--- src/hw/rtl/dale_pkg.sv ---
`timescale 1ns / 1ps
// ----------------------------------------------------------------------------
// dale_pkg
// Command and status codes and controller states for the list engine, plus
// the value width and cell control bundle that its storage cells use.
// ----------------------------------------------------------------------------
package dale_pkg;

  localparam int unsigned ValW = 32;

  typedef enum logic [2:0] {
    CMD_APPEND = 3'd0,
    CMD_INSERT = 3'd1,
    CMD_REMOVE = 3'd2,
    CMD_READ   = 3'd3,
    CMD_WRITE  = 3'd4
  } cmd_e;

  typedef enum logic [1:0] {
    ST_OK    = 2'd0,
    ST_INDEX = 2'd1,
    ST_FULL  = 2'd2
  } status_e;

  typedef enum logic [2:0] {
    S_IDLE  = 3'b001,
    S_DRAIN = 3'b010,
    S_OUT   = 3'b100
  } state_e;

  typedef struct packed {
    logic load;
    logic shift_up;
    logic shift_down;
    logic capture;
    logic drain;
  } cell_ctrl_t;

endpackage

--- src/hw/rtl/dale_cell.sv ---
`timescale 1ns / 1ps
// ----------------------------------------------------------------------------
// dale_cell
// One list entry. Loads, shifts up or down with its neighbors, and carries a
// read value one place toward the head of the row per drain cycle.
// ----------------------------------------------------------------------------
module dale_cell import dale_pkg::*; #(
  parameter int unsigned CNT_W = 7,
  parameter int unsigned POS   = 0
) (
  input  logic               clk_i,
  input  cell_ctrl_t         ctrl_i,
  input  logic [CNT_W-1:0]   idx_i,
  input  logic [ValW-1:0]    wr_val_i,
  input  logic [ValW-1:0]    prev_val_i,
  input  logic [ValW-1:0]    next_val_i,
  input  logic [ValW-1:0]    next_bub_i,
  output logic [ValW-1:0]    val_o,
  output logic [ValW-1:0]    bub_o
);

  localparam logic [CNT_W-1:0] MyPos = CNT_W'(POS);

  logic [ValW-1:0] val_d, val_q;
  logic [ValW-1:0] bub_d, bub_q;
  logic            at_idx;
  logic            above;

  assign at_idx = (idx_i == MyPos);
  assign above  = (idx_i < MyPos);

  always_comb begin
    val_d = val_q;
    if (ctrl_i.load && at_idx) begin
      val_d = wr_val_i;
    end else if (ctrl_i.shift_up && above) begin
      val_d = prev_val_i;
    end else if (ctrl_i.shift_down && (above || at_idx)) begin
      val_d = next_val_i;
    end
  end

  always_comb begin
    bub_d = bub_q;
    if (ctrl_i.capture) begin
      if (at_idx) begin
        bub_d = val_q;
      end
    end else if (ctrl_i.drain) begin
      bub_d = next_bub_i;
    end
  end

  always_ff @(posedge clk_i) begin
    val_q <= val_d;
    bub_q <= bub_d;
  end

  assign val_o = val_q;
  assign bub_o = bub_q;

endmodule

--- config.mk ---
export PLATFORM = sky130hd
export DESIGN_NAME = dale_cell
export DESIGN_NICKNAME = d
export VERILOG_FILES = /design/src/hw/rtl/dale_pkg.sv /design/src/hw/rtl/dale_cell.sv
export SDC_FILE = /design/constraint.sdc
export NUM_CORES = 1
export LEC_CHECK = 0
export BUFFER_PORTS_ARGS = -buffer_cell sky130_fd_sc_hd__buf_2
export CORE_MARGIN = 8
export CORE_UTILIZATION = 40
export CTS_CLUSTER_DIAMETER = 120
export DETAILED_ROUTE_END_ITERATION = 7
export PLACE_DENSITY = 0.79
export SYNTH_ARGS = -nofsm -noshare
export SYNTH_HDL_FRONTEND = slang
export SYNTH_SLANG_ARGS = --single-unit
export TNS_END_PERCENT = 10
--- constraint.sdc ---
create_clock -name clk_i -period 2.15 [get_ports clk_i]
set_input_delay 0 -clock clk_i [delete_from_list [all_inputs] [get_ports clk_i]]
set_output_delay 0 -clock clk_i [all_outputs]
set_load 0.005 [all_outputs]
Word level (Yosys, flattened, before mapping)
Cells that the tools add are included.
{ "totals": {"regBits": 64, "input_bits": 141, "output_inout_bits": 64, "wordCells": 18} }
{ "op_classes": {"order_cmp": 1, "n_eq_ne": 1, "mux": 6, "n_reduce_logical": 8} }
{ "ops": {"columns": ["operator", "count"], "rows": [
  ["$mux W32", 6],
  ["$logic_not A7 Y1", 1],
  ["$lt A7 B1 Y1 const B", 1],
  ["$logic_and A1 B1 Y1", 3],
  ["$reduce_bool A3 Y1", 1],
  ["$ne A2 B1 Y1 const B", 1],
  ["$reduce_and A2 Y1", 1],
  ["$reduce_bool A2 Y1", 1],
  ["$logic_or A1 B1 Y1", 1]
]} }

Depth between registers and ports, before layout
{ "logic_depth": {"word_depth": 6, "depth_mapped": 5, "depth_no_buf": 3} }

Worst setup path before layout
OpenSTA, ideal clock, no wires.
{ "synth_timing": {"kind": "input -> register", "startpoint": "input idx_i[1]", "endpoint": "register val_q[0] (netlist: val_o[0]) (enable)", "setup_ns": 0.391, "arrival_time_ns": 1.576, "t_required_ns": 1.759, "setup_slack_ns": 0.183, "stages": 3, "path_buffers": 0, "cell_sequence": "or4_4 > nor4_1 > o21a_1"} }
{ "synth_via": {"elab_chain_len": 4, "elab_cells_between_ends": 7, "cone_classes": "order compare: 1; reduce/logical: 6"} }
{ "synth_lines": {"columns": ["item", "line", "rtl"], "rows": [
  ["start: declaration", "dale_cell.sv:13", "input logic [CNT_W-1:0] idx_i,"],
  ["$lt A7 B1 Y1 or $logic_not A7 Y1 (tied branches)", "dale_cell.sv:30, dale_cell.sv:29", null],
  ["$logic_or A1 B1 Y1", "dale_cell.sv:38", "end else if (ctrl_i.shift_down && (above || at_idx)) begin"],
  ["$logic_and A1 B1 Y1", "dale_cell.sv:38", null],
  ["$reduce_bool A3 Y1 (no source line) (*)", null, null],
  ["end signal: assignment", "dale_cell.sv:55", "val_q <= val_d;"],
  ["end: declaration", "dale_cell.sv:24", "logic [ValW-1:0] val_d, val_q;"]
]} }
Mark *: on every way between the ends. The rest lies on a longest branch, timed or not.
A chain may end at the register's enable or synchronous reset.

Worst setup path after layout
{ "layout_timing": {"startpoint": "input idx_i[1]", "endpoint": "register val_q[12] (netlist: val_o[12]) (data pin)"} }
{ "layout_via": {"elab_chain_len": 4, "elab_cells_between_ends": 6, "cone_classes": "order compare: 1; mux: 2; reduce/logical: 3"} }
{ "layout_lines": {"columns": ["item", "line", "rtl"], "rows": [
  ["$lt A7 B1 Y1", "dale_cell.sv:30", "assign above = (idx_i < MyPos);"],
  ["$logic_and A1 B1 Y1", "dale_cell.sv:36", "end else if (ctrl_i.shift_up && above) begin"],
  ["$mux W32", "dale_cell.sv:36", null],
  ["$mux W32 (*)", "dale_cell.sv:34", "if (ctrl_i.load && at_idx) begin"],
  ["net val_d[12]", "dale_cell.sv:24", null]
]} }
Mark *: on every way through the listed nets, which the timed path passes. The rest lies on a longest branch.

==> reports/metrics.cfg <==
[synth]
avgSynthCellArea_um2=20.39
synth_area_leaders=edfxtp_1 66%, mux2_4 16%, mux2_2 14%
ys_seq_area_frac=0.6638
syn_nets=283
ys_types=10
yosysTopAreaCell=edfxtp_1
synth-seq-cells=64
yosysWarnings=0
synth_area_um2=2895
synth_cells=142
synth_top_area_frac=0.6638

[sta]
slew_viol_final=0
finClkSkew_ns=0.007744
maxSlewHeadroom=0.7126
finalCritPeriodShare=0.9964
fin_crit_ns=2.142
final_hold_viol_count=0
setup_viol=0
whs_ns=0.1704
final.setup.tns_ns=0
worstMarginPinSlew_ns=0.4271
max_freq_ghz=0.4668
rsz0062_at_grt=false

[place]
dpl-instance-area_um2=3861
io_buffers=171
place_inst=412
place_hpwl_um=5870
place_congestion=0.7138

[die]
die_w_um=101.1
coreArea_um2=7137
io_pins=205
die_y_um=101.1
die-area_um2=10220
fp-row-count=31
start_util=0.4057

[run]
drv_cap=0

[worst_setup_path]
end_kind=register
critPathMaxFanout=18
rr_worst_depth=1
cpPeakStageDelay_ns=0.57
cp_top_family=simple AND/OR/NAND/NOR gates
slowest_stage=dlygate4sd3_1
reg2reg_from=val_o[23]
start_kind=primary input
crit_buf_inv=3
critPathKind=in2reg
required_ns=2.22
cpMostUsedCell=or4_4
startpoint=idx_i[1]
crit_arrival_ns=2.21
path_cells=buf_2 > or4_4 > or4_4 > buf_12 > mux2_4 > dlygate4sd3_1
crit_cells=6

[worst_hold_path]
hold-path-cell-count=3
hold_start=next_val_i[20]
hp-class=in2reg

[clock_network]
cts.path.max_buffers=2
cts_tree=done
numCtsBuffers=9
cts_htree_levels=3
cts.clk_slew.worst_paths_ns=0.07
cts.sinks=64
worstSkewPairLatency_ns=0.32
postCtsSetupBuffers=0
clockRootBuffer=clkbuf_8

[pwr]
power_density_nw_per_um2=574.0
p_leak_nw=2.283
vdd_drop_max_v=0.0004409
fin_total_pwr_mw=2.891

[route]
routed_wl_um=9190
drc=0
viasPerCell=4.477
drt-initial-drc-count=49
dr.pass1.iters=4
antenna_left=0
wl_per_cell_um=17.54
vias=2346

[finish]
final_nets=561
finalNonFillerCells=524
final.fill_count=495
syn_to_final_growth_pct=73.94
diodes=0
multiInputGateArea_um2=887.1
seqCellArea_um2=1922
final_area_um2=5036
drive_above_1_share=0.6071

[grt]
grtUsageTotal=0.1750
grt_max_degree=21
grt_pass1_vias=2771
grt.overflow.total=0
antenna_found_initial=0
grt_pass1_wl_um=13590

[run_status]
run_status=finished clean

==> synthesized netlist by cell type <==
master,number
nand2b_1,1
buf_6,1
mux2_4,30
nor4_1,1
edfxtp_1,64
mux2_2,35
buf_12,3
o21a_1,1
clkbuf_1,4
or4_4,2
==> placed cells by master, fill, tap and decap left out, drive strengths merged <==
cell and count:
dlygate4sd3 92, dlymetal6s4s 4, bufinv 2, edfxtp 64, buf 179, clkbuf 12, nor4 1, clkinv 2
or4 2, o21a 1, nand2b 1, mux2 65
==> metal layers <==
layer,global-route usage,vias up,wire (um)
met3,0.04765,12,617
met4,0.07446,0,155
met5,0,-,0
li1,-,1117,-
met2,0.3467,95,5280
met1,0.1600,1122,3137
==> worst paths after layout <==
| check | slack, ns | to |
|---|---|---|
| worst max-delay path | 0.008 | val_o[12] |
| worst max register to register | 1.21 | bub_o[23] |
| worst min register to register | 0.57 | bub_o[18] |
| worst min-delay path | 0.17 | val_o[20] |
==> cell type report <==
type,count,share of cell area
Sequential cell,64,0.3816
Timing Repair Buffer,275,0.3771
Multi-Input combinational cell,70,0.1761
Clock buffer,12,0.02683
Tap cell,99,0.02460
Clock inverter,4,0.01366
==> through the flow <==
stage | setup slack [ns] | util
2_1_floorplan | 0.1832 | -
3_3_place_gp | 0.1914 | 0.5410
3_5_place_dp | 0.1648 | 0.5410
4_1_cts | 0.04806 | 0.7042
5_1_grt | 0.00004996 | 0.7056
6_report | 0.007696 | 0.7056
==> cells by family after synthesis <==
group                  Yosys count  synth area share
buffers and inverters            8           0.02982
AND/OR/NAND/NOR                  4           0.01210
multiplexers                    65            0.2917
AO/OA/AOI/OAI                    1          0.002594
flip-flops                      64            0.6638
==> state kept, by name (all words and copies together), names as in the netlist <==
signal	flops
val_o	32
bub_o	32
==> power by group <==
group	switching [mW]	total (mW)	internal, mW
logic	0.121	0.399	0.279
clock network	0.430	1.08	0.649
registers	0.00723	1.41	1.41
==> worst min-delay path: cells and delay by family <==
kind	cells	cell delay, ns
buffers and inverters	2	0.25
multiplexers	1	0.13
==> repair_timing <==
item                                   in CTS  in global routing
setup endpoints to repair                   0                  4
gates resized for setup                     0                  4
endpoints found under the hold margin      64                  0
hold buffers                               96                  0
No activity file was read; power rests on OpenSTA's default activity.
